==> config.mk <==
export PLATFORM = sky130hd
export DESIGN_NAME = awb_gain_sel
export DESIGN_NICKNAME = d
export VERILOG_FILES = /design/src/rtl/awb_pkg.sv /design/src/rtl/awb_gain_sel.sv
export SDC_FILE = /design/constraint.sdc
export NUM_CORES = 1
export LEC_CHECK = 0
export ABC_AREA = 1
export BUFFER_PORTS_ARGS = -buffer_cell sky130_fd_sc_hd__buf_4
export CAP_MARGIN = 30
export CORE_MARGIN = 2
export CORE_UTILIZATION = 46
export CTS_BUF_LIST = sky130_fd_sc_hd__clkbuf_8
export DETAILED_ROUTE_END_ITERATION = 8
export GPL_TIMING_DRIVEN = 0
export PLACE_DENSITY = 0.92
export RECOVER_POWER = 100
export SKIP_LAST_GASP = 1
export SYNTH_ARGS = -nofsm -noshare
export SYNTH_HDL_FRONTEND = slang
export SYNTH_SLANG_ARGS = --single-unit
==> constraint.sdc <==
create_clock -name i_clk -period 2.65 [get_ports i_clk]
set_input_delay 0.53 -clock i_clk [delete_from_list [all_inputs] [get_ports i_clk]]
set_output_delay 0.53 -clock i_clk [all_outputs]
set_load 0.01 [all_outputs]
==> src/rtl/awb_pkg.sv <==
// Shared types and constants for the AWB gain block.
// No dependencies; used by awb_gain_sel, awb_wr_ser, the top level and the bench.
package awb_pkg;

    localparam int DATA_W     = 16;
    // 512 * typical: 16 + 9 bits
    localparam int DIV1_NUM_W = 25;
    // 256 * ratio and 256 * 512 both fit in 24 bits
    localparam int DIV2_NUM_W = 24;

    localparam logic [DATA_W-1:0]     GAIN_UNITY = 16'h0100;
    localparam logic [DATA_W-1:0]     RATIO_ONE  = 16'd512;
    localparam logic [DIV2_NUM_W-1:0] UNITY_NUM  = 24'h02_0000;  // 256 * 512

    localparam logic [DATA_W-1:0] ADDR_GREEN1 = 16'h020E;
    localparam logic [DATA_W-1:0] ADDR_RED    = 16'h0210;
    localparam logic [DATA_W-1:0] ADDR_BLUE   = 16'h0212;
    localparam logic [DATA_W-1:0] ADDR_GREEN2 = 16'h0214;

    // write order: two byte writes per slot
    localparam logic [1:0] SLOT_RED    = 2'd0;
    localparam logic [1:0] SLOT_BLUE   = 2'd1;
    localparam logic [1:0] SLOT_GREEN1 = 2'd2;
    localparam logic [1:0] SLOT_GREEN2 = 2'd3;

    localparam logic [2:0] LAST_WRITE = 3'd7;

    typedef struct packed {
        logic              rej;
        logic [DATA_W-1:0] red;
        logic [DATA_W-1:0] green;
        logic [DATA_W-1:0] blue;
    } t_gains;

endpackage

==> src/rtl/awb_gain_sel.sv <==
// Gain selection stage: picks R/G/B gains so the smallest is unity.
// Depends on awb_pkg; fed by the second divider bank.
module awb_gain_sel (
    input  logic                        i_clk,
    input  logic                        i_rst_n,
    input  logic                        i_en,
    input  logic                        i_vld,
    input  logic                        i_rej,
    input  logic [awb_pkg::DATA_W-1:0]  i_r,
    input  logic [awb_pkg::DATA_W-1:0]  i_b,
    input  logic [awb_pkg::DATA_W-1:0]  i_gr,   // 256*512/r, wrapped
    input  logic [awb_pkg::DATA_W-1:0]  i_gb,   // 256*512/b, wrapped
    input  logic [awb_pkg::DATA_W-1:0]  i_br,   // 256*b/r, wrapped
    input  logic [awb_pkg::DATA_W-1:0]  i_rb,   // 256*r/b, wrapped
    output logic                        o_vld,
    output awb_pkg::t_gains             o_gains
);

    logic            r_vld;
    awb_pkg::t_gains r_gains;
    awb_pkg::t_gains n_gains;
    logic            ge_r;
    logic            ge_b;
    logic            use_red;

    assign ge_r    = (i_r >= awb_pkg::RATIO_ONE);
    assign ge_b    = (i_b >= awb_pkg::RATIO_ONE);
    // with both ratios low, the truncated green candidates decide
    assign use_red = !ge_r && (ge_b || (i_gr >= i_gb));

    always_comb begin
        n_gains.rej = i_rej;
        if (ge_r && ge_b) begin
            n_gains.red   = {1'b0, i_r[awb_pkg::DATA_W-1:1]};
            n_gains.green = awb_pkg::GAIN_UNITY;
            n_gains.blue  = {1'b0, i_b[awb_pkg::DATA_W-1:1]};
        end else if (use_red) begin
            n_gains.red   = awb_pkg::GAIN_UNITY;
            n_gains.green = i_gr;
            n_gains.blue  = i_br;
        end else begin
            n_gains.red   = i_rb;
            n_gains.green = i_gb;
            n_gains.blue  = awb_pkg::GAIN_UNITY;
        end
    end

    always_ff @(posedge i_clk) begin
        if (!i_rst_n) begin
            r_vld <= 1'b0;
        end else if (i_en) begin
            r_vld <= i_vld;
        end
    end

    always_ff @(posedge i_clk) begin
        if (i_en) begin
            r_gains <= n_gains;
        end
    end

    assign o_vld   = r_vld;
    assign o_gains = r_gains;

endmodule

# After elaboration in Yosys (flattened, before gate mapping)
# Index checks and enable logic that the tools add are counted.
[totals]
output_inout_bits = 50
word_cells = 19
regBits = 50
[op_classes]
bitwise = 1
n_lt_le_gt_ge = 3
n_reduce_logical = 6
n_mux = 2
[ops]
columns = ["cell", "count"]
rows = [
  ["$mux W47", 2],
  ["$ge A16 B10 Y1 const B", 2],
  ["$ge A16 B16 Y1", 1],
  ["$reduce_or A2 Y1", 2],
  ["$logic_and A1 B1 Y1", 2],
  ["$logic_not A1 Y1", 1],
  ["$logic_or A1 B1 Y1", 1],
  ["$not A1 Y1", 1],
]

# Longest topological paths before layout
[depth]
ltp_word = 5
ltp_mapped = 17
ltp_nobuf = 15

# Worst setup path before layout
# OpenSTA, ideal clock, no wires.
[synth_timing]
path_type = "input to register"
start = "input port i_gb[7] (netlist name)"
end = "register r_gains, in the netlist o_gains[10], data pin"
path_stages = 16
setup_time_ns = 0.252
slack_ns = 0.658
arrival_time_ns = 1.740
n_path_buf = 2
path_cell_list = "inv_1 > ha_1 > nand2_1 > inv_1 > nand2_1 > nand2_1 > nor2_1 > nand2_1 > nand2_1 > nand2_1 > nand2_2 > inv_2 > buf_6 > buf_6 > nand2_1 > nand2_1"
[synth_lines]
columns = ["item", "line_no", "rtl"]
rows = [
  ["from (decl)", "awb_gain_sel.sv:12", "input logic [awb_pkg::DATA_W-1:0] i_gb,"],
  ["to (signal assigned)", "awb_gain_sel.sv:58", "r_gains <= n_gains;"],
  ["to (decl)", "awb_gain_sel.sv:20", "awb_pkg::t_gains r_gains;"],
]

==> results_dict.tcl <==
set metrics [dict create \
    status "finished clean" \
    diodes 0 \
    crit_family "simple AND/OR/NAND/NOR gates" \
    layout-drive-gt1-share_pct 25.60 \
    p_leak_nw 1.907 \
    worst_pin_slew_ps 1247 \
    yosysUniqueCellTypes 19 \
    die_area_mm2 0.006433 \
    drv_slew 0 \
    final_area_mm2 0.003812 \
    drt-pass1-iter-count 4 \
    die_w_um 80.21 \
    cts_buffers 5 \
    num_vias 2526 \
    startpoint_type "input pin" \
    min_period_over_period_pct 84.20 \
    htreeDepth 2 \
    layout_min_cycle_time_ps 2231 \
    final_common_cell "nand2_1" \
    postRouteAntennaNets 0 \
    p_seq_share_pct 50.2 \
    dp_hpwl_um 5849 \
    yosysWarnings 0 \
    multi_input_area_um2 982.2 \
    yosysSeqAreaShare_pct 55.83 \
    slowest_stage "clkbuf_1" \
    crit_path_frequent_cell "nand2_1" \
    synth_edf_count 49 \
    num_rows 27 \
    cts_resized 0 \
    syn-mean-instance-area_um2 8.875 \
    max_stage_delay_ps 410 \
    gp_congestion 0.7985 \
    fin_skew_ps 0 \
    rsz0062_at_grt "false" \
    antenna_found_initial 0 \
    die_y_um 80.21 \
    route.detailed.drc 0 \
    peakVddDrop_mv 0.2425 \
    slew_headroom_pct 16.88 \
    numPortBuffers 148 \
    syn_to_final_growth_pct 42.72 \
    hold_viol_final 0 \
    worstPathArrival_ps 2400 \
    synthCells 301 \
    setup-tns-final_ps 0 \
    required_ps 2820 \
    clock_path_buffers 2 \
    grtUsageMet3_pct 6.517 \
    clock_sinks 50 \
    clk_pin_slew_ps 90 \
    async_flop_share_pct 0 \
    cp-end-kind "flip-flop" \
    cts-root-buf "clkbuf_8" \
    setup_viol 0 \
    grt_max_degree 52 \
    p_switching_mw 0.4255 \
    drt-initial-drc-count 78 \
    grt_use_total_pct 22.49 \
    synthFlopType "edfxtp_1" \
    place_area_mm2 0.003872 \
    cts_tree "yes" \
    n_fill_cell 511 \
    syn_area_mm2 0.002671 \
    switching_share_pct 22.56 \
    post-cts-setup-buffer-count 0 \
    synth_nets 418 \
    power.density_mw_per_mm2 494.6 \
    cts-hold-fix-buffers 0 \
    core_area_mm2 0.005574 \
    max_freq_ghz 0.4482 \
    worstSetupPathType "input pin to flip-flop" \
    crit_buf_inv 5 \
    crit_chain "clkbuf_1 > inv_1 > ha_1 > nand2_1 > inv_1 > nand2_1 > nor2_1 > nor2_1 > nand2_1 > nand2_1 > nand2_1 > nand2_1 > inv_2 > clkbuf_1 > nand2_1 > nand2_1" \
    clkPwrFrac_pct 33.7 \
    fin_nets 573 \
    overflow 0 \
    initial_core_util_pct 47.92 \
    path_max_fanout 10 \
    insertion_delay_ps 300 \
    grt_pass1_vias 2432 \
    p_int_mw 1.460 \
    hp-class "input pin to flip-flop" \
    use_met2_pct 41.67 \
    ys_seq_elements 50 \
    grt_use_met1_pct 24.80 \
    wl_per_cell_um 13.98 \
    num_io_pins 151 \
    vias_per_cell 4.775 \
    maxCapViolCount 0 \
    grt_pass1_wl_um 10980 \
    grt_busiest_layer "met2" \
    most-common-layout-cells "130 x nand2_1, 95 x buf_4, 53 x clkbuf_1" \
    seqCellArea_mm2 0.001491 \
    p_comb_share_pct 16.2 \
    routed_wl_um 7393 \
]
==> power groups by stage <==
stage	registers (mW)	logic [mW]	clock network (mW)
floorplan	0.994	0.0795	0
global placement	0.961	0.341	0
detailed placement	0.965	0.351	0
CTS	0.947	0.352	0.640
global route	0.951	0.339	0.681
finish	0.946	0.305	0.635
==> routing by layer <==
metal	wire (µm)	up-vias	share of wire, %
met3	685	12	9.3
met2	3855	103	52
met5	0	-	0
met1	2744	1127	37
li1	-	1284	-
met4	107	0	1.4
==> final timing paths <==
kind | start | to | slack [ps] | cells after the start
max | i_gb[5] | o_gains[2]$_DFFE_PP_ | 420 | 16
min reg2reg | o_vld$_SDFFE_PN0P_ | o_vld$_SDFFE_PN0P_ | 560 | 2
min | i_rej | o_gains[48]$_DFFE_PP_ | 420 | 1
max reg2reg | o_vld$_SDFFE_PN0P_ | o_vld$_SDFFE_PN0P_ | 1960 | 2
==> Yosys cell counts (2+ instances only) <==
master | count | share of area (%)
edfxtp_1 | 49 | 55
nand3_1 | 34 | 6.4
nand4_1 | 2 | 0.47
nor2_1 | 12 | 1.7
buf_2 | 9 | 1.7
and3_1 | 2 | 0.47
nand2_1 | 129 | 18
a21oi_1 | 6 | 1.1
buf_6 | 2 | 0.84
inv_1 | 32 | 4.5
ha_1 | 16 | 7.5
==> sequential cells by signal, indices dropped and copies added (netlist names) <==
name and flops:
o_vld 1, o_gains 49
==> area by class of cell <==
cell class / instances / area share [%]
clock inverters: 3 / 1.805
multi-input cells: 206 / 25.76
repair buffers: 148 / 24.06
inverters: 33 / 3.249
plain buffers: 12 / 1.838
flip-flops and latches: 50 / 39.12
clock buffers: 5 / 1.805
well taps: 72 / 2.363
==> per-stage QoR <==
stage | power (mW) | hold slack, ps | setup WS [ps] | utilization (%) | std cells
5_1_grt | 1.971 | 413.1 | 251.0 | 68.40 | 529
3_3_place_gp | 1.302 | 530.6 | 363.2 | 69.47 | 521
6_report | 1.886 | 421.0 | 418.7 | 68.40 | 529
4_1_cts | 1.939 | 395.7 | 641.8 | 71.94 | 529
3_5_place_dp | 1.316 | 547.5 | 316.3 | 69.47 | 521
2_1_floorplan | 1.074 | 555.3 | 657.7 | - | 301
==> logic make-up after synthesis <==
kind of cell	after synthesis	synth area share (%)
compound gates	8	1.592
fa+ha+maj	16	7.494
buf+inv	45	7.307
flops	50	55.83
simple gates	182	27.77
No activity file was read; power rests on OpenSTA's default activity.
