===== config.mk =====
export PLATFORM = sky130hd
export DESIGN_NAME = awb_div_pipe
export DESIGN_NICKNAME = d
export VERILOG_FILES = /design/src/rtl/awb_div_pipe.sv
export SDC_FILE = /design/constraint.sdc
export NUM_CORES = 2
export LEC_CHECK = 0
export BUFFER_PORTS_ARGS = -buffer_cell sky130_fd_sc_hd__clkbuf_2
export CORE_MARGIN = 4
export CORE_UTILIZATION = 60
export CTS_CLUSTER_SIZE = 24
export DETAILED_ROUTE_END_ITERATION = 6
export MAX_ROUTING_LAYER = met4
export PLACE_DENSITY = 0.75
export RECOVER_POWER = 25
export SLEW_MARGIN = 20
export SYNTH_ARGS = -nofsm -noshare
export SYNTH_HDL_FRONTEND = slang
export SYNTH_SLANG_ARGS = --single-unit

===== constraint.sdc =====
create_clock -name i_clk -period 7.5 [get_ports i_clk]
set_input_delay 0.375 -clock i_clk [delete_from_list [all_inputs] [get_ports i_clk]]
set_output_delay 0.375 -clock i_clk [all_outputs]
set_load 0.03 [all_outputs]

===== src/rtl/awb_div_pipe.sv =====
// Pipelined restoring divider, STEP quotient bits per register stage.
// Standalone; carries a tag and a valid bit alongside each quotient.
module awb_div_pipe #(
    parameter int NUM_W = 25,
    parameter int DEN_W = 16,
    parameter int TAG_W = 1,
    parameter int STEP  = 2      // 1..8; needs at least two stages
) (
    input  logic             i_clk,
    input  logic             i_rst_n,
    input  logic             i_en,
    input  logic             i_valid,
    input  logic [NUM_W-1:0] i_num,
    input  logic [DEN_W-1:0] i_den,
    input  logic [TAG_W-1:0] i_tag,
    output logic             o_valid,
    output logic [NUM_W-1:0] o_quo,
    output logic [TAG_W-1:0] o_tag
);

    localparam int NS = (NUM_W + STEP - 1) / STEP;
    localparam int PW = NS * STEP;

    // numerator bits shift out at the top while quotient bits shift in below
    logic             r_vld [NS];
    logic [PW-1:0]    r_nq  [NS];
    logic [DEN_W-1:0] r_den [NS];
    logic [TAG_W-1:0] r_tag [NS];
    logic [DEN_W-1:0] r_rem [NS-1];

    for (genvar s = 0; s < NS; s++) begin : g_stage
        logic             vld_in;
        logic [PW-1:0]    nq_in;
        logic [DEN_W-1:0] rem_in;
        logic [DEN_W-1:0] den_in;
        logic [TAG_W-1:0] tag_in;
        logic [PW-1:0]    n_nq;
        logic [DEN_W-1:0] n_rem;

        if (s == 0) begin : g_first
            assign vld_in = i_valid;
            assign nq_in  = PW'(i_num);
            assign rem_in = '0;
            assign den_in = i_den;
            assign tag_in = i_tag;
        end else begin : g_next
            assign vld_in = r_vld[s-1];
            assign nq_in  = r_nq[s-1];
            assign rem_in = r_rem[s-1];
            assign den_in = r_den[s-1];
            assign tag_in = r_tag[s-1];
        end

        always_comb begin
            logic [DEN_W:0]   ext;
            logic [DEN_W-1:0] rem;
            logic [PW-1:0]    nq;
            rem = rem_in;
            nq  = nq_in;
            ext = '0;
            for (int k = 0; k < STEP; k++) begin
                ext = {rem, nq[PW-1]};
                nq  = {nq[PW-2:0], 1'b0};
                if (ext >= {1'b0, den_in}) begin
                    ext   = ext - {1'b0, den_in};
                    nq[0] = 1'b1;
                end
                rem = ext[DEN_W-1:0];
            end
            n_nq  = nq;
            n_rem = rem;
        end

        always_ff @(posedge i_clk) begin
            if (!i_rst_n) begin
                r_vld[s] <= 1'b0;
            end else if (i_en) begin
                r_vld[s] <= vld_in;
            end
        end

        always_ff @(posedge i_clk) begin
            if (i_en) begin
                r_nq[s]  <= n_nq;
                r_den[s] <= den_in;
                r_tag[s] <= tag_in;
            end
        end

        // the last stage's remainder is not needed
        if (s < NS - 1) begin : g_rem
            always_ff @(posedge i_clk) begin
                if (i_en) begin
                    r_rem[s] <= n_rem;
                end
            end
        end
    end

    assign o_valid = r_vld[NS-1];
    assign o_quo   = r_nq[NS-1][NUM_W-1:0];
    assign o_tag   = r_tag[NS-1];

endmodule


Word level (Yosys, flattened, before mapping)
Memory sizes are Yosys's and may differ from the RTL's.
Cells that the tools add are included.
Storage, ports and cells
  register bits after elaboration: 0
  latch bits: 0
  memory bits (writable): 764
  ROM bits: 0
  output and inout bits: 27
  logic and storage cells: 138
  memories kept: 5
Operators by class
  $add $sub $neg: 25
  $mul: 0
  divide/modulo/power cells: 0
  order comparisons: 26
  equality and inequality tests: 0
  shifts and indexed selects: 0
  mux-type cells: 69
  bitwise logic cells: 13
  reductions and logical operators: 0
Memory list
  r_nq: words 13, width 26, read ports 13, clocked after memory_dff 0, wr ports 13, RTL line 26  | logic [PW-1:0] r_nq [NS];
  r_den: words 13, width 16, read ports 12, clocked after memory_dff 0, wr ports 13, RTL line 27  | logic [DEN_W-1:0] r_den [NS];
  r_rem: words 12, width 16, read ports 12, clocked after memory_dff 0, wr ports 12, RTL line 29  | logic [DEN_W-1:0] r_rem [NS-1];
  r_tag: words 13, width 1, read ports 13, clocked after memory_dff 0, wr ports 13, RTL line 28  | logic [TAG_W-1:0] r_tag [NS];
  r_vld: words 13, width 1, read ports 13, clocked after memory_dff 0, wr ports 13, RTL line 25  | logic r_vld [NS];
Operators by type and width (number)
  17-bit by 16-bit greater-or-equal comparator with 1-bit output: 25
  16-bit 2-to-1 mux: 25
  16-bit subtractor: 24
  1-bit 2-to-1 mux: 44
  1-bit by 16-bit greater-or-equal comparator with 1-bit output (first input constant): 1
  1-bit by 16-bit subtractor with 16-bit output (first input constant): 1
  1-bit bitwise OR: 13

Longest topological paths before layout
An unclocked memory read counts as a cell.
  word-level depth: 5
  gate-level depth with buffers: 23

Worst setup path after synthesis
OpenSTA, ideal clock, no wires.
  path type: register to register
  start: memory r_den[1][1] (netlist: r_den[0][17])
  end: memory r_rem[2][7] (netlist: r_rem[0][39]) (data pin)
  library setup time: 260 ps
  arrival: 5150 ps
  required time: 7240 ps
  setup slack: 2090 ps
  stages on the path, launching flop included: 22
  buffers on the path: 3
  clock period less this slack: 5410 ps
  cells stage by stage: edfxtp_1 -> inv_1 -> ha_1 -> nor2b_1 -> o31a_1 -> o211ai_1 -> a31oi_1 -> a211oi_1 -> buf_2 -> clkbuf_1 -> nand2_1 -> o21ai_0 -> ha_1 -> nor2b_1 -> o31a_1 -> o31ai_1 -> a21boi_0 -> nor2_1 -> o21ai_0 -> a221oi_2 -> buf_2 -> mux2_2
RTL lines (RTL line)
  from (decl): 27
  to (decl): 29

==> flow_summary.html <==
<table>
<tr><th>Metric</th><th>Value</th></tr>
<tr><th colspan="2">Clock tree</th></tr>
<tr><td>Number of buffers inserted during clock tree synthesis</td><td>79</td></tr>
<tr><td>CTS resizes</td><td>0</td></tr>
<tr><td>Clock transition at the registers of the reported paths</td><td>0.06 ns</td></tr>
<tr><td>Clock latency reported for the late side of the worst-skew pair</td><td>0.63 ns</td></tr>
<tr><td>CTS Root Buffer Type</td><td>clkbuf_16</td></tr>
<tr><td>Clock tree sinks</td><td>735</td></tr>
<tr><td>TritonCTS clock tree</td><td>yes</td></tr>
<tr><td>Maximum number of buffers from clock root to sink</td><td>3</td></tr>
<tr><td>H-tree depth</td><td>3</td></tr>
<tr><th colspan="2">Critical path</th></tr>
<tr><td>Crit Path Category</td><td>reg -&gt; reg</td></tr>
<tr><td>Sequence of cells on the critical path</td><td>inv_1 &gt; ha_1 &gt; a21oi_2 &gt; o21ai_1 &gt; a2111oi_2 &gt; o211ai_1 &gt; a41oi_2 &gt; buf_4 &gt; inv_1 &gt; mux2_2 &gt; ha_1 &gt; a21o_1 &gt; a31oi_1 &gt; o211ai_1 &gt; a31o_2 &gt; a211o_1 &gt; a211oi_4 &gt; mux2_2</td></tr>
<tr><td>Critical register-to-register path startpoint</td><td>r_den[0][56]$_DFFE_PP_</td></tr>
<tr><td>Kind of launch point of the worst setup path</td><td>register</td></tr>
<tr><td>Worst Setup End Kind</td><td>register</td></tr>
<tr><td>Longest individual stage delay on the worst path</td><td>0.79 ns</td></tr>
<tr><td>Number of cells traversed by the worst register-to-register path</td><td>18</td></tr>
<tr><td>Required @ worst endpoint</td><td>7.86 ns</td></tr>
<tr><td>Worst reg-to-reg setup slack</td><td>1.37 ns</td></tr>
<tr><td>Slowest cell on crit path</td><td>a211oi_4</td></tr>
<tr><td>CP Data Arrival Time</td><td>6.49 ns</td></tr>
<tr><td>Top fanout value on the critical path</td><td>17</td></tr>
<tr><td>Critical register-to-register path endpoint</td><td>r_rem[1][3]$_DFFE_PP_</td></tr>
<tr><th colspan="2">Finish</th></tr>
<tr><td>Final std cell area, no fill</td><td>0.0496 mm2</td></tr>
<tr><td>Fraction of the core area covered by cells at the end of the flow</td><td>66.5%</td></tr>
<tr><td>Final nets</td><td>4554</td></tr>
<tr><td>Signed area change from the synthesized netlist to the final layout</td><td>9.55%</td></tr>
<tr><td>Most common cell after layout, fill and taps aside</td><td>edfxtp_1</td></tr>
<tr><td>Top library cells by usage in the layout, fill and taps aside</td><td>edfxtp_1 (734), ha_1 (401), inv_1 (333)</td></tr>
<tr><td>Share of final-layout standard cells stronger than drive strength 1</td><td>11.9%</td></tr>
<tr><td>Antenna cell count</td><td>0</td></tr>
<tr><th colspan="2">Place</th></tr>
<tr><td>Port Buf Inserts</td><td>72</td></tr>
<tr><td>Detailed-placement wirelength estimate</td><td>73900 um</td></tr>
<tr><td>Placed Instance Area</td><td>0.0467 mm2</td></tr>
<tr><td>RD Place Congestion</td><td>0.942</td></tr>
<tr><th colspan="2">GRT</th></tr>
<tr><td>Via count of the first global-routing pass</td><td>30000</td></tr>
<tr><td>Tot GR Track Use</td><td>25.4%</td></tr>
<tr><td>Pin count of the biggest net entering global routing</td><td>195</td></tr>
<tr><td>Initial antenna violation count</td><td>0</td></tr>
<tr><td>Total gr overflow</td><td>0</td></tr>
<tr><td>Global-route wire length before repair</td><td>158000 um</td></tr>
<tr><th colspan="2">Routing</th></tr>
<tr><td>Wirelength, routed</td><td>98900 um</td></tr>
<tr><td>First DRT Iteration DRCs</td><td>2373</td></tr>
<tr><td>Average vias per placed instance</td><td>6.04</td></tr>
<tr><td>Total via count in the routed design</td><td>30900</td></tr>
<tr><td>Post-detailed-route wirelength per cell</td><td>19.4 um</td></tr>
<tr><td>Drt first pass iters</td><td>5</td></tr>
<tr><td>Antenna violation net count after detailed routing</td><td>0</td></tr>
<tr><td>Residual DRC</td><td>0</td></tr>
<tr><th colspan="2">STA</th></tr>
<tr><td>Min Tclk post-route</td><td>6.13 ns</td></tr>
<tr><td>Setup Total Neg Slack</td><td>0 ns</td></tr>
<tr><td>Clock skew after layout</td><td>0.0181 ns</td></tr>
<tr><td>RSZ-0062 raised after global routing</td><td>false</td></tr>
<tr><td>Transition time at the pin with the least slew margin</td><td>1.12 ns</td></tr>
<tr><td>Share of the clock period used by the worst path after layout</td><td>81.8%</td></tr>
<tr><td>Setup-failing EPs final</td><td>0</td></tr>
<tr><td>Final number of max-transition violations</td><td>0</td></tr>
<tr><td>Worst-case headroom to the max-slew limit</td><td>25.3%</td></tr>
<tr><td>Hold Worst Slack</td><td>0.0674 ns</td></tr>
<tr><td>Hold violation count in the final report</td><td>0</td></tr>
<tr><td>Max Clock Freq</td><td>163 MHz</td></tr>
<tr><th colspan="2">Floorplan</th></tr>
<tr><td>Initial standard-cell utilization of the core</td><td>60.7%</td></tr>
<tr><td>Number of top-level design ports</td><td>73</td></tr>
<tr><td>Placement row count</td><td>100</td></tr>
<tr><td>Die outline height</td><td>283 um</td></tr>
<tr><td>Placeable core area</td><td>0.0746 mm2</td></tr>
<tr><td>Horiz. Die Dim</td><td>283 um</td></tr>
<tr><td>Overall die area</td><td>0.0799 mm2</td></tr>
<tr><th colspan="2">Logic synthesis</th></tr>
<tr><td>Number of enable-type register cells in the synthesized netlist</td><td>734</td></tr>
<tr><td>Sequential fraction of the synthesis area</td><td>48.8%</td></tr>
<tr><td>Avg Synthesized Cell Area</td><td>11.5 um2</td></tr>
<tr><td>Async SR Flop Fraction</td><td>0%</td></tr>
<tr><td>Synth Flop Type</td><td>edfxtp_1</td></tr>
<tr><td>Synthesized instance count</td><td>3933</td></tr>
<tr><td>Total standard cell area after synthesis</td><td>0.0453 mm2</td></tr>
<tr><td>Warnings from Yosys</td><td>0</td></tr>
<tr><td>Count of unique library cells instantiated by Yosys</td><td>103</td></tr>
<tr><td>#FFs+latches synth</td><td>735</td></tr>
<tr><th colspan="2">Hold path</th></tr>
<tr><td>Hold path endpoint</td><td>r_vld[0][0]$_DFFE_PP_</td></tr>
<tr><td>Startpoint of the most critical hold path</td><td>i_valid</td></tr>
<tr><td>Kind of path behind the tightest hold check</td><td>in -&gt; reg</td></tr>
<tr><td>Number of stages on the worst hold path</td><td>2</td></tr>
<tr><th colspan="2">Run</th></tr>
<tr><td>Max-capacitance violation count</td><td>0</td></tr>
<tr><th colspan="2">Run status</th></tr>
<tr><td>Result of the run</td><td>finished clean</td></tr>
</table>
==> per-stage QoR <==
stage               instances  worst slack (ns)
finish                   5113              1.37
floorplan                3939              2.09
CTS                      5113              1.41
detailed placement       4930              1.45
global route             5113             0.938
global placement         4930              1.57
==> cell usage after synthesis (all sizes together) (23+ instances only) <==
master,n,area (um2)
fa,24,480
o31a,23,201
nor2b,48,300
o21bai,42,315
buf,30,194
clkbuf,31,118
nor3,85,425
o31ai,37,283
a21o,93,699
a211oi,37,295
xnor2,187,1640
edfxtp,734,22000
inv,336,1260
ha,401,5020
nand4,49,307
and3,32,200
nand2b,36,225
nor2,225,847
xor2,80,701
nor4,30,188
mux2i,31,310
a31oi,33,213
a21oi,271,1370
o21a,77,578
nand3,50,250
nand2,210,791
mux2,243,2760
o211ai,33,258
o21ai,191,963
==> flip-flops by register name, summed over array words and instances, names as in the netlist <==
signal and cells:
r_den 192, r_nq 325, r_rem 192, r_tag 13
r_vld 13
==> critical path, delay by kind of cell, from the launching register on <==
family / cells / cell delay (ns)
buf+inv: 3 / 0.54
flops: 1 / 0.39
fa+ha+maj: 2 / 0.64
mux: 2 / 0.72
compound gates: 11 / 3.55
==> cell type report <==
| class | count | area, um2 |
|---|---|---|
| timing repair buffer | 124 | 880 |
| clock buffer | 88 | 2040 |
| multi-input combinational | 2806 | 21700 |
| clock inverter | 54 | 438 |
| fill | 5662 | 25000 |
| sequential | 735 | 22100 |
| tap | 969 | 1210 |
| inverter | 337 | 1260 |
==> timing repair <==
item	4_1_cts	5_1_grt
endpoints found under the hold margin	41	0
buffers inserted	0	0
hold buffers	41	0
endpoints found under the setup margin	0	0
==> cells by family after synthesis <==
group	count (synthesis)	synth area share (%)
mux	274	6.78
fa+ha+maj	425	12.1
buf+inv	398	3.48
other cells	1	0.00829
flops	735	48.8
xor+xnor	267	5.17
compound gates	994	14.7
simple gates	839	8.98
==> metal layers <==
layer  GRT usage (%)  wire length, um  part of all wire, %
met1            32.9            43300                   44
met2            42.1            47800                   48
met3            3.05             4260                  4.3
met4            8.43             3550                  3.6
met5               -                0                    0
==> how the worst max path moves through the flow <==
stage | startpoint | end | slack [ns] | depth (start not counted)
2_1_floorplan | r_den[0][17]$_DFFE_PP_ | r_rem[0][39]$_DFFE_PP_ | 2.09 | 21
3_3_place_gp | r_den[0][49]$_DFFE_PP_ | r_rem[1][1]$_DFFE_PP_ | 1.57 | 17
3_5_place_dp | r_den[0][49]$_DFFE_PP_ | r_rem[1][3]$_DFFE_PP_ | 1.45 | 18
6_report | r_den[0][56]$_DFFE_PP_ | r_rem[1][3]$_DFFE_PP_ | 1.37 | 18
5_1_grt | r_den[2][17]$_DFFE_PP_ | r_rem[2][37]$_DFFE_PP_ | 0.94 | 20
4_1_cts | r_den[0][49]$_DFFE_PP_ | r_rem[1][3]$_DFFE_PP_ | 1.41 | 17
Power is not shown: default switching activity piles up to over one toggle a cycle in this logic, so the estimate is an artifact.
