[src/rtl/awb_pkg.sv]
// Shared types and constants for the AWB gain block.
// No dependencies; used by awb_gain_sel, awb_wr_ser, the top level and the bench.
package awb_pkg;

    localparam int DATA_W     = 16;
    // 512 * typical: 16 + 9 bits
    localparam int DIV1_NUM_W = 25;
    // 256 * ratio and 256 * 512 both fit in 24 bits
    localparam int DIV2_NUM_W = 24;

    localparam logic [DATA_W-1:0]     GAIN_UNITY = 16'h0100;
    localparam logic [DATA_W-1:0]     RATIO_ONE  = 16'd512;
    localparam logic [DIV2_NUM_W-1:0] UNITY_NUM  = 24'h02_0000;  // 256 * 512

    localparam logic [DATA_W-1:0] ADDR_GREEN1 = 16'h020E;
    localparam logic [DATA_W-1:0] ADDR_RED    = 16'h0210;
    localparam logic [DATA_W-1:0] ADDR_BLUE   = 16'h0212;
    localparam logic [DATA_W-1:0] ADDR_GREEN2 = 16'h0214;

    // write order: two byte writes per slot
    localparam logic [1:0] SLOT_RED    = 2'd0;
    localparam logic [1:0] SLOT_BLUE   = 2'd1;
    localparam logic [1:0] SLOT_GREEN1 = 2'd2;
    localparam logic [1:0] SLOT_GREEN2 = 2'd3;

    localparam logic [2:0] LAST_WRITE = 3'd7;

    typedef struct packed {
        logic              rej;
        logic [DATA_W-1:0] red;
        logic [DATA_W-1:0] green;
        logic [DATA_W-1:0] blue;
    } t_gains;

endpackage

[src/rtl/awb_wr_ser.sv]
// Output register and serializer: one gain set into eight byte writes, or one status write if rejected.
// Depends on awb_pkg; drives the result channel of the top level.
module awb_wr_ser (
    input  logic                       i_clk,
    input  logic                       i_rst_n,
    input  logic                       i_vld,
    input  awb_pkg::t_gains            i_gains,
    output logic                       o_load_ok,
    output logic                       o_valid,
    input  logic                       i_ready,
    output logic [awb_pkg::DATA_W-1:0] o_reg_address,
    output logic [7:0]                 o_reg_byte,
    output logic                       o_status,
    output logic                       o_last
);

    logic                       r_vld;
    logic [2:0]                 r_cnt;
    awb_pkg::t_gains            r_g;
    logic                       last;
    logic                       take;
    logic [awb_pkg::DATA_W-1:0] base;
    logic [awb_pkg::DATA_W-1:0] gain;

    assign last      = r_g.rej || (r_cnt == awb_pkg::LAST_WRITE);
    assign take      = r_vld && i_ready;
    assign o_load_ok = !r_vld || (i_ready && last);

    always_ff @(posedge i_clk) begin
        if (!i_rst_n) begin
            r_vld <= 1'b0;
            r_cnt <= '0;
        end else if (o_load_ok) begin
            r_vld <= i_vld;
            r_cnt <= '0;
        end else if (take) begin
            r_cnt <= r_cnt + 3'd1;
        end
    end

    always_ff @(posedge i_clk) begin
        if (o_load_ok && i_vld) begin
            r_g <= i_gains;
        end
    end

    always_comb begin
        case (r_cnt[2:1])
            awb_pkg::SLOT_RED: begin
                base = awb_pkg::ADDR_RED;
                gain = r_g.red;
            end
            awb_pkg::SLOT_BLUE: begin
                base = awb_pkg::ADDR_BLUE;
                gain = r_g.blue;
            end
            awb_pkg::SLOT_GREEN1: begin
                base = awb_pkg::ADDR_GREEN1;
                gain = r_g.green;
            end
            awb_pkg::SLOT_GREEN2: begin
                base = awb_pkg::ADDR_GREEN2;
                gain = r_g.green;
            end
            default: begin
                base = '0;
                gain = '0;
            end
        endcase
    end

    // base addresses are even: low byte goes to base + 1
    assign o_valid       = r_vld;
    assign o_reg_address = r_g.rej ? '0 : (base | awb_pkg::DATA_W'(r_cnt[0]));
    assign o_reg_byte    = r_g.rej ? 8'h00 : (r_cnt[0] ? gain[7:0] : gain[15:8]);
    assign o_status      = r_g.rej;
    assign o_last        = last;

    a_rej_single: assert property (@(posedge i_clk) disable iff (!i_rst_n)
        o_valid && o_status |-> o_last)
        else $error("rejected item must be a single transfer");

    a_burst_gapless: assert property (@(posedge i_clk) disable iff (!i_rst_n)
        o_valid && i_ready && !o_last |=> o_valid && !o_status)
        else $error("write burst broken before its last transfer");

    a_reset_idle: assert property (@(posedge i_clk)
        !i_rst_n |=> !o_valid)
        else $error("output valid after reset");

endmodule

[config.mk]
export PLATFORM = sky130hd
export DESIGN_NAME = awb_wr_ser
export DESIGN_NICKNAME = d
export VERILOG_FILES = /design/src/rtl/awb_pkg.sv /design/src/rtl/awb_wr_ser.sv
export SDC_FILE = /design/constraint.sdc
export NUM_CORES = 1
export LEC_CHECK = 0
export BUFFER_PORTS_ARGS = -buffer_cell sky130_fd_sc_hd__buf_2
export CAP_MARGIN = 20
export CORE_MARGIN = 8
export CORE_UTILIZATION = 45
export CTS_BUF_LIST = sky130_fd_sc_hd__clkbuf_16
export DETAILED_ROUTE_END_ITERATION = 10
export PLACE_DENSITY = 0.73
export REMOVE_ABC_BUFFERS = 1
export SYNTH_ARGS = -nofsm -noshare
export SYNTH_HDL_FRONTEND = slang
export SYNTH_SLANG_ARGS = --single-unit
[constraint.sdc]
create_clock -name i_clk -period 2.8 [get_ports i_clk]
set_input_delay 0.28 -clock i_clk [delete_from_list [all_inputs] [get_ports i_clk]]
set_output_delay 0.28 -clock i_clk [all_outputs]
set_load 0.05 [all_outputs]
* Yosys cells after proc, flatten, opt, wreduce, memory -nomap -nowiden
Index checks and enable logic that the tools add are counted.
** Cells by class
- Add/sub/neg operators :: 1
- Equal/unequal tests :: 4
- Multiplexer cells :: 5
- Bitwise operators :: 2
- Reduce and logical (&&, ||, !) cells :: 9
** Operators with widths (number)
- one-hot mux 16 bit (4 select lines) :: 1
- one-hot mux 16 bit (3 select lines) :: 1
- 2-to-1 mux 16 bit :: 1
- 2-to-1 mux 8 bit :: 2
- bitwise OR 16 x 1 -> 16 bit :: 1
- == test 2 bit, second input constant :: 2
- OR reduction 2 bit :: 2
- adder 3 x 1 -> 3 bit, second input constant :: 1
- == test 3 bit, second input constant :: 1
- logical AND 1 bit :: 3
- == test 2 x 1 -> 1 bit, second input constant :: 1
- logical NOT 2 bit :: 1
- logical OR 1 bit :: 2
- logical NOT 1 bit :: 1
- inverter 1 bit :: 1
** Storage, ports and cells
- Flip-flop bits (word level) :: 53
- Output and inout bits :: 28

* Longest topological paths before layout
Gate-level depths: netlist of run 1.
- Word-level depth :: 5
- Depth in mapped cells :: 6
- Gate-level depth less buffers :: 5

* Least setup slack after synthesis of run 1
No wires, ideal clock.
- Path type :: register to register
- From :: register r_g (netlist bit o_status)
- To :: register r_g (netlist bit o_status) (enable)
- Setup time :: 0.411 ns
- Data arrival time :: 2.567 ns
- Data required time :: 2.389 ns
- Setup slack :: -0.178 ns
- Cell stages (with the launch flop) :: 4
- Buffers on the path :: 0
- Period minus slack after synthesis :: 2.978 ns
- Path through :: edfxtp_1 o21ai_0 nand2_1 and2_1
** Between the ends
- Cells in the longest elaborated chain, start to end :: 4
** Ends and longest elaborated chain
- start, declared :: line awb_wr_ser.sv:19 : awb_pkg::t_gains r_g;
- start signal, assigned :: line awb_wr_ser.sv:43 : r_g <= i_gains;
- logical OR 1 bit :: line awb_wr_ser.sv:25 : assign last = r_g.rej || (r_cnt == awb_pkg::LAST_WRITE);
- logical AND 1 bit :: line awb_wr_ser.sv:27 : assign o_load_ok = !r_vld || (i_ready && last);
- logical OR 1 bit :: line awb_wr_ser.sv:27
- net o_load_ok :: line awb_wr_ser.sv:8 : output logic o_load_ok,
- logical AND 1 bit :: line awb_wr_ser.sv:42 : if (o_load_ok && i_vld) begin
The timed path passes the listed nets, and every way through them passes these cells.
A chain may end at the register's enable or synchronous reset.

* Worst setup path after layout of run 1
- From :: register r_cnt[2]
- To :: output port o_reg_byte[2]
** Between the ends
- Cells in the longest elaborated chain, start to end :: 5
** Ends and longest elaborated chain
- start, declared :: line awb_wr_ser.sv:18 : logic [2:0] r_cnt;
- start signal, assigned :: line awb_wr_ser.sv:37 : r_cnt <= r_cnt + 3'd1;
- == test 2 bit :: line awb_wr_ser.sv:48 : case (r_cnt[2:1])
- OR reduction 2 bit (no line)
- one-hot mux 16 bit (3 select lines) (*) :: line awb_wr_ser.sv:48
- 2-to-1 mux 8 bit (*) (2 in a row) :: line awb_wr_ser.sv:75 : assign o_reg_byte = r_g.rej ? 8'h00 : (r_cnt[0] ? gain[7:0] : gain[15:8]);
- end, declared :: line awb_wr_ser.sv:12 : output logic [7:0] o_reg_byte,
Every way passes the cells marked *; elsewhere a longest branch is shown, timed or not.

==> results of run 1 <==
==> worst max-delay path, stage by stage, from the launching register on <==
cell and delay [ns]:
dfxtp_1 0.36, inv_1 0.10, ha_1 0.41, buf_4 0.28, a21oi_1 0.09, a22o_1 0.20, nor4_2 0.15, buf_2 0.31
==> routing by layer <==
| metal | track usage [%] | routed length, µm |
|---|---|---|
| met1 | 15.16 | 2143 |
| met2 | 22.02 | 2476 |
| met4 | 4.985 | 97 |
| met3 | 4.136 | 362 |
| met5 | 0 | 0 |
==> stage by stage <==
| stage | util [%] | TNS [ns] | area (µm²) | hold WS, ns | std cells |
|---|---|---|---|---|---|
| after floorplan | - | -29.06 | 2306 | 0.3789 | 155 |
| after global placement | 54.24 | 0 | 2788 | 0.4569 | 299 |
| after detailed placement | 54.24 | 0 | 2788 | 0.4581 | 299 |
| after CTS | 56.94 | 0 | 2927 | 0.1576 | 307 |
| after global routing | 56.99 | 0 | 2929 | 0.1522 | 307 |
| final | 56.99 | 0 | 2929 | 0.1626 | 307 |
==> cells by family after synthesis <==
logic type	after synthesis	synth area share [%]
adder cells (fa/ha/maj)	7	3.640
AO/OA/AOI/OAI	38	10.40
flip-flops	53	64.48
AND/OR/NAND/NOR	27	8.060
other	1	0.1559
buffers and inverters	22	6.188
multiplexers	16	7.073
==> flip-flops by register name, indices dropped and copies added, names as in the netlist <==
signal / count
r_g: 48
o_status: 1
o_valid: 1
r_cnt: 3
==> cells in the final DEF, fill, tap and decap left out, drive strengths merged <==
| cell type | n |
|---|---|
| a2111oi | 1 |
| a211o | 1 |
| a211oi | 8 |
| a21oi | 19 |
| a22o | 7 |
| and2 | 1 |
| buf | 74 |
| clkbuf | 5 |
| clkinv | 2 |
| conb | 10 |
| dfxtp | 4 |
| edfxtp | 49 |
| ha | 7 |
| inv | 5 |
| mux2 | 8 |
| mux2i | 8 |
| nand2 | 2 |
| nand2b | 4 |
| nand3 | 2 |
| nand3b | 1 |
| nor2 | 5 |
| nor2b | 4 |
| nor4 | 7 |
| o21ai | 2 |
| or3 | 1 |
==> timing repair <==
action | in CTS | in global routing
gates resized for setup | 0 | 1
buffers inserted | 0 | 0
setup endpoints to repair | 0 | 1
hold buffers | 0 | 0
==> where the power goes <==
| group | total (W) | switching, W | internal (W) |
|---|---|---|---|
| Sequential | 0.000938 | 0.0000188 | 0.000920 |
| Combinational | 0.000198 | 0.000133 | 0.0000644 |
| Clock | 0.000574 | 0.000249 | 0.000325 |
| Total | 0.00171 | 0.000402 | 0.00131 |
==> path summary, 6_finish.rpt <==
| check | startpoint | to | slack, ns | cells after the start |
|---|---|---|---|---|
| hold reg to reg | o_valid | r_cnt[1] | 0.54 | 2 |
| setup / recovery | r_cnt[2] | o_reg_byte[2] | 0.32 | 7 |
| setup reg to reg | r_cnt[0] | r_g[10] | 0.81 | 7 |
| hold / removal | i_gains[5] | r_g[5] | 0.16 | 1 |
==> synthesized netlist by cell type (all sizes together) (4+ instances only) <==
cell    number  share of area, %
a211oi       8               2.5
a21oi       19               4.0
a22o         7               2.5
buf         17               5.0
dfxtp        4               3.3
edfxtp      49                61
ha           7               3.6
inv          4              0.62
mux2         8               3.7
mux2i        8               3.3
nand2b       4               1.0
nor2         5              0.78
nor2b        4               1.0
nor4         7               3.6
==> cell type report <==
cell class	instances	share of cell area, %
clock buffers	5	4.272
clock inverters	3	0.4699
inverters	4	0.5126
multi-input cells	98	25.37
flip-flops and latches	53	52.97
well taps	70	2.990
repair buffers	74	13.41
==> flow_metrics.env, run 1 <==
export IMPL_dp_hpwl_um=3718
export IMPL_initial_core_util_pct=46.81
export IMPL_fmax_ghz=0.4029
export IMPL_die_w_um=89.12
export IMPL_route_vias_total=1534
export IMPL_worstPathMaxFanout=14
export IMPL_rsz0062_at_grt="false"
export IMPL_synth_ff_type="edfxtp_1"
export IMPL_status="completed"
export IMPL_drv_slew=0
export IMPL_synth_seq_cells=53
export IMPL_syn2layout_area_growth_pct=21.74
export IMPL_gp_congestion=0.7357
export IMPL_synth_async_sr_flop_share_pct=0
export IMPL_maxSlewHeadroom_pct=61.11
export IMPL_cts_tree="yes"
export IMPL_cap_violations=0
export IMPL_die_area_mm2=0.007942
export IMPL_critPathKind="register to output pin"
export IMPL_ant_nets=0
export IMPL_hold_path_class="primary input to register"
export IMPL_nNetsFinal=296
export IMPL_path_clk_slew_ns=0.07
export IMPL_worst_pin_slew_ns=0.5812
export IMPL_drc_errors=0
export IMPL_ys_warn_count=0
export IMPL_period_share_pct=88.65
export IMPL_wl_per_cell_um=16.54
export IMPL_grt_remaining_overflow=0
export IMPL_syn_avg_cell_area_um2=14.67
export IMPL_power_w=0.001710
export IMPL_clock_skew_ns=0.007230
export IMPL_grt_pass1_vias=1638
export IMPL_finalWirelength_um=5079
export IMPL_grt_pass1_wl_um=7693
export IMPL_clkSinkCount=53
export IMPL_synth_cells=164
export IMPL_multi_input_area_um2=743.2
export IMPL_drtIter0Drc=80
export IMPL_portBuffers=70
export IMPL_antenna_found_initial=0
export IMPL_ys_types=29
export IMPL_critPathCaptureType="output pin"
export IMPL_final_setup_worst_slack_ns=0.3179
export IMPL_min_period_ns=2.482
export IMPL_coreArea_mm2=0.005140
export IMPL_grt_usage_pct=13.08
export IMPL_arrival_ns=2.20
export IMPL_fillerInstances=460
export IMPL_ir_worst_vdd_mv=0.4474
export IMPL_synth_area_mm2=0.002406
export IMPL_clockRootBuffer="clkbuf_16"
export IMPL_firstDrtPassIters=4
export IMPL_p_leak_nw=1.159
export IMPL_die_h_um=89.12
export IMPL_clk_latency_ns=0.29
export IMPL_grt_max_degree=50
export IMPL_yosysSeqAreaShare_pct=64.48
export IMPL_p_per_area_mw_per_mm2=583.8
export IMPL_ios=81
export IMPL_drive_gt1_share_pct=38.82
export IMPL_finalSetupViolCount=0
export IMPL_cts_buffers_inserted=5
export IMPL_hold_viol=0
export IMPL_rows=26
export IMPL_seqCellArea_mm2=0.001551
export IMPL_synth_edf_count=49
export IMPL_htree_levels=2
export IMPL_worstSetupStartpointType="register"
export IMPL_crit_required_ns=2.52
export IMPL_diodes=0
export IMPL_routed_via_density=4.997
export IMPL_cts_max_path_buffers=2
export IMPL_pre_cts_slack_ns=0.4860
Note: power is estimated with default switching activity, not from simulation.
==> inputs of run 2 (changes only) <==
--- a/config.mk
+++ b/config.mk
@@ -9,7 +9,6 @@
 export CAP_MARGIN = 20
 export CORE_MARGIN = 8
 export CORE_UTILIZATION = 45
-export CTS_BUF_LIST = sky130_fd_sc_hd__clkbuf_16
 export DETAILED_ROUTE_END_ITERATION = 10
 export PLACE_DENSITY = 0.73
 export REMOVE_ABC_BUFFERS = 1
==> run 2 against run 1 <==
Register-to-register slack about the same. Flip-flop and latch count unchanged. Worst setup slack worse by 0.033 ns. Hold slack worse by 0.015 ns. Sequential share of layout area up 1.0 points. Cell count unchanged. Sequential power about the same. Non-clock buffer count unchanged. Clock-buffer cell count up 1. Global-route usage down 0.56 points. Clock power down 30%. Cell area down 1.9%. Critical path type unchanged. Largest power group unchanged.
==> flow_metrics.env, run 2 (synthesis results as in run 1) <==
export IMPL_final_common_cell="buf_2"
export IMPL_worstPathMaxFanout=12
export IMPL_diodes=0
export IMPL_drive_gt1_share_pct=38.82
export IMPL_crit_start="r_cnt[1]"
export IMPL_switchingPower_w=0.0003774
export IMPL_cts_tree="yes"
export IMPL_die_area_mm2=0.007942
export IMPL_ant_nets=0
export IMPL_grt_remaining_overflow=0
export IMPL_wl_per_cell_um=16.14
export IMPL_routed_via_density=4.945
export IMPL_antenna_found_initial=0
export IMPL_pre_cts_slack_ns=0.4860
export IMPL_hold_path_startpoint="i_gains[5]"
export IMPL_cts_setup_buffers=0
export IMPL_finalSetupViolCount=0
export IMPL_crit_required_ns=2.52
export IMPL_tns_ns=0
export IMPL_fillerInstances=468
export IMPL_firstDrtPassIters=4
export IMPL_arrival_ns=2.24
export IMPL_die_h_um=89.12
export IMPL_gp_congestion=0.7357
export IMPL_p_seq_share_pct=61.1
export IMPL_grt_pass1_wl_um=7458
export IMPL_grt_usage_pct=12.51
export IMPL_route_vias_total=1518
export IMPL_power_w=0.001534
export IMPL_worstSetupStartpointType="register"
export IMPL_finalWirelength_um=4956
export IMPL_largest_reg_flops=48
export IMPL_clock_skew_ns=0.01106
export IMPL_fmax_ghz=0.3976
export IMPL_final_cell_mix="70 x buf_2, 49 x edfxtp_1, 19 x a21oi_1, 10 x conb_1"
export IMPL_die_w_um=89.12
export IMPL_clockRootBuffer="clkbuf_8"
export IMPL_final_core_util_pct=55.89
export IMPL_drtIter0Drc=63
export IMPL_grt_max_degree=50
export IMPL_internal_power_w=0.001156
export IMPL_rows=26
export IMPL_top_regs="r_g (48), r_cnt (3)"
export IMPL_maxSlewHeadroom_pct=60.86
export IMPL_critPathKind="register to output pin"
export IMPL_drc_errors=0
export IMPL_syn2layout_area_growth_pct=19.40
export IMPL_drv_slew=0
export IMPL_cts_max_path_buffers=2
export IMPL_hold_viol=0
export IMPL_ir_worst_vdd_mv=0.4020
export IMPL_status="completed"
export IMPL_critPathCaptureType="output pin"
export IMPL_worst_pin_slew_ns=0.5850
export IMPL_cts_buffers_inserted=5
export IMPL_p_leak_nw=1.129
export IMPL_dp_hpwl_um=3718
export IMPL_clkSinkCount=53
export IMPL_p_per_area_mw_per_mm2=533.8
export IMPL_clk_latency_ns=0.30
export IMPL_final_setup_worst_slack_ns=0.2849
export IMPL_hold_path_class="primary input to register"
export IMPL_pwr_share_clk_pct=26.1
export IMPL_period_share_pct=89.83
export IMPL_cap_violations=0
export IMPL_ios=81
export IMPL_min_period_ns=2.515
export IMPL_share_comb_of_total_power_pct=12.9
export IMPL_r2r_start="r_cnt[0]"
export IMPL_htree_levels=2
export IMPL_swShare_pct=24.61
export IMPL_rsz0062_at_grt="false"
export IMPL_largest_register="r_g"
export IMPL_nNetsFinal=296
export IMPL_path_clk_slew_ns=0.09
export IMPL_coreArea_mm2=0.005140
export IMPL_portBuffers=70
export IMPL_grt_pass1_vias=1606
export IMPL_initial_core_util_pct=46.81
run 2: cell count changes in the layout (fill, tap and decap cells not counted), sizes merged:
cell / before / now
inv: 5 / 4
clkbuf: 5 / 6
run 2: stage by stage:
stage | hold slack, ns | area [µm²] | cells
6_report | 0.1472 | 2873 | 307
5_1_grt | 0.1273 | 2873 | 307
4_1_cts | 0.1359 | 2870 | 307
3_5_place_dp | 0.4581 | 2788 | 299
3_3_place_gp | 0.4569 | 2788 | 299
2_1_floorplan | 0.3789 | 2306 | 155
run 2: area by class of cell:
class / count / area (µm²) / share of cell area [%]
Clock buffer: 6 / 72.57 / 2.526
Clock inverter: 2 / 10.01 / 0.3484
Inverter: 4 / 15.01 / 0.5226
Multi-Input combinational cell: 98 / 743.2 / 25.87
Sequential cell: 53 / 1551 / 54.01
Tap cell: 70 / 87.58 / 3.049
Timing Repair Buffer: 74 / 392.9 / 13.68
run 2: power groups by stage:
stage                     Clock (W)  Sequential, W  Combinational [W]
after CTS                  0.000416       0.000937           0.000199
after detailed placement          0       0.000955           0.000198
after global placement            0       0.000954           0.000196
after floorplan                   0       0.000960           0.000120
final                      0.000400       0.000936           0.000197
after global routing       0.000442       0.000941           0.000209
run 2: path summary, 6_finish.rpt:
kind              slack [ns]            end  cells after the start
setup / recovery        0.28  o_reg_byte[6]                      6
hold / removal          0.15         r_g[5]                      1
setup reg to reg        0.81         r_g[2]                      7
hold reg to reg         0.55       r_cnt[1]                      2
run 2: worst max-delay path: stages, from the launching register on:
cell and delay (ns):
dfxtp_1 0.36, inv_1 0.12, ha_2 0.34, or3_1 0.39, a21oi_1 0.10, a2111oi_2 0.29
buf_2 0.33
run 2: repair_timing:
action | in CTS | in global routing
hold endpoints to repair | 0 | 0
setup endpoints to repair | 0 | 3
gates resized for setup | 0 | 1
hold buffers | 0 | 0
run 2: metal layers:
metal,track usage (%),vias to the layer above,part of all wire (%)
met5,0,-,0
met4,4.985,0,1.4
met3,3.309,8,7.4
met2,21.08,57,50
met1,14.82,706,41
li1,-,747,-
==> inputs of run 3 (changes only) <==
--- a/config.mk
+++ b/config.mk
@@ -7,7 +7,6 @@
 export LEC_CHECK = 0
 export BUFFER_PORTS_ARGS = -buffer_cell sky130_fd_sc_hd__buf_2
 export CAP_MARGIN = 20
-export CORE_MARGIN = 8
 export CORE_UTILIZATION = 45
 export DETAILED_ROUTE_END_ITERATION = 10
 export PLACE_DENSITY = 0.73
==> run 3 against run 2 <==
Total power increased by 0.18%. Highest routed layer unchanged. Clock power hardly changed. Maximum frequency fell by 2.0%. Flip-flop and latch count did not move. Sequential power about the same. Largest power group unchanged. Sequential share of layout area is 0.094 points lower. Die area shrank 29%. Global-route usage up 4.9 points. Critical path depth is the same. Register-to-register slack better by 0.12 ns.
==> flow_metrics.env, run 3 (synthesis results as in run 1) <==
export IMPL_critPathKind="register to output pin"
export IMPL_grt_pass1_vias=1427
export IMPL_portBuffers=70
export IMPL_worst_pin_slew_ns=0.5802
export IMPL_min_period_ns=2.566
export IMPL_dp_hpwl_um=3181
export IMPL_grt_max_degree=50
export IMPL_crit_required_ns=2.52
export IMPL_grt_remaining_overflow=0
export IMPL_m1WireLength_um=2089
export IMPL_clock_skew_ns=0.006783
export IMPL_maxSlewHeadroom_pct=61.17
export IMPL_place_area_mm2=0.002795
export IMPL_clockRootBuffer="clkbuf_8"
export IMPL_cap_violations=0
export IMPL_rsz0062_at_grt="false"
export IMPL_ios=81
export IMPL_finalSetupViolCount=0
export IMPL_path_clk_slew_ns=0.09
export IMPL_ir_worst_vdd_mv=0.3561
export IMPL_hold_buffers=0
export IMPL_pre_cts_slack_ns=0.4658
export IMPL_largest_register="r_g"
export IMPL_rrSetupSlack_ns=0.93
export IMPL_status="completed"
export IMPL_syn2layout_area_growth_pct=19.60
export IMPL_p_leak_nw=1.130
export IMPL_grt_usage_pct=17.38
export IMPL_drv_slew=0
export IMPL_coreArea_mm2=0.005140
export IMPL_clk_latency_ns=0.30
export IMPL_crit_start="r_cnt[2]"
export IMPL_hold_path_startpoint="i_gains[23]"
export IMPL_r2r_start="r_cnt[0]"
export IMPL_hold_viol=0
export IMPL_postCtsResizedCells=0
export IMPL_arrival_ns=2.29
export IMPL_top_regs="r_g (48), r_cnt (3)"
export IMPL_antenna_found_initial=0
export IMPL_firstDrtPassIters=4
export IMPL_htree_levels=2
export IMPL_routed_via_density=4.977
export IMPL_hold_path_class="primary input to register"
export IMPL_diodes=0
export IMPL_largest_reg_flops=48
export IMPL_wl_met3_um=259
export IMPL_nNetsFinal=297
export IMPL_gp_congestion=0.6993
export IMPL_period_share_pct=91.65
export IMPL_p_per_area_mw_per_mm2=533.9
export IMPL_design_area_mm2=0.002878
export IMPL_cts_tree="yes"
export IMPL_final_common_cell="buf_2"
export IMPL_cts_buffers_inserted=5
export IMPL_die_h_um=75.12
export IMPL_finalWirelength_um=4450
export IMPL_rows=26
export IMPL_drive_gt1_share_pct=38.24
export IMPL_ant_nets=0
export IMPL_initial_core_util_pct=46.81
export IMPL_final_cell_mix="70 x buf_2, 49 x edfxtp_1, 19 x a21oi_1, 10 x conb_1"
export IMPL_tns_ns=0
export IMPL_cts_max_path_buffers=2
export IMPL_critPathCaptureType="output pin"
export IMPL_wl_met2_um=2065
export IMPL_wl_per_cell_um=14.45
export IMPL_cts_setup_buffers=0
export IMPL_die_w_um=75.12
export IMPL_power_w=0.001536
export IMPL_worstSetupStartpointType="register"
export IMPL_route_vias_total=1533
export IMPL_drtIter0Drc=95
export IMPL_worstPathMaxFanout=14
export IMPL_final_setup_worst_slack_ns=0.2338
export IMPL_grt_pass1_wl_um=6941
export IMPL_die_area_mm2=0.005643
export IMPL_clkSinkCount=53
export IMPL_drc_errors=0
export IMPL_fmax_ghz=0.3897
export IMPL_top_layer="met4"
==> run 3: cell types whose count changed in the layout (fill, tap and decap cells not counted), sizes merged <==
cell	change
clkbuf	+1
buf	+1
clkinv	-1
==> run 3: final timing paths <==
| path | to | cells past startpoint |
|---|---|---|
| max reg2reg | r_g[1] | 6 |
| min | r_g[23] | 1 |
| max | o_reg_byte[6] | 6 |
| min reg2reg | r_cnt[1] | 2 |
==> run 3: final cells by class <==
class / count / area, µm²
Sequential cell: 53 / 1551
Multi-Input combinational cell: 98 / 743.2
Clock buffer: 7 / 76.32
Timing Repair Buffer: 75 / 400.4
Tap cell: 70 / 87.58
Fill cell: 440 / 2262
Inverter: 4 / 15.01
Clock inverter: 1 / 3.754
==> run 3: power by group <==
group / switching, W / leakage, nW / internal [W]
sequential: 0.0000176 / 0.503 / 0.000918
combinational: 0.000133 / 0.587 / 0.0000648
clock: 0.000228 / 0.0399 / 0.000175
total: 0.000379 / 1.13 / 0.00116
==> run 3: critical path, cell delays in order, from the launching register on <==
cell and delay (ns):
dfxtp_1 0.37, inv_1 0.10, ha_1 0.48, buf_4 0.28
a21oi_1 0.09, a2111oi_2 0.33, buf_2 0.33
==> run 3: layer usage <==
metal	up-vias	track usage, %
li1	757	-
met3	5	4.418
met5	-	0
met1	711	23.16
met4	0	4.403
met2	60	28.63
==> run 3: per-stage QoR <==
stage / hold WS, ns / util, % / instances
floorplan: 0.3789 / - / 155
finish: 0.1528 / 55.99 / 308
detailed placement: 0.4581 / 54.38 / 300
CTS: 0.1449 / 55.94 / 308
global placement: 0.4566 / 54.38 / 300
global route: 0.1326 / 55.99 / 308
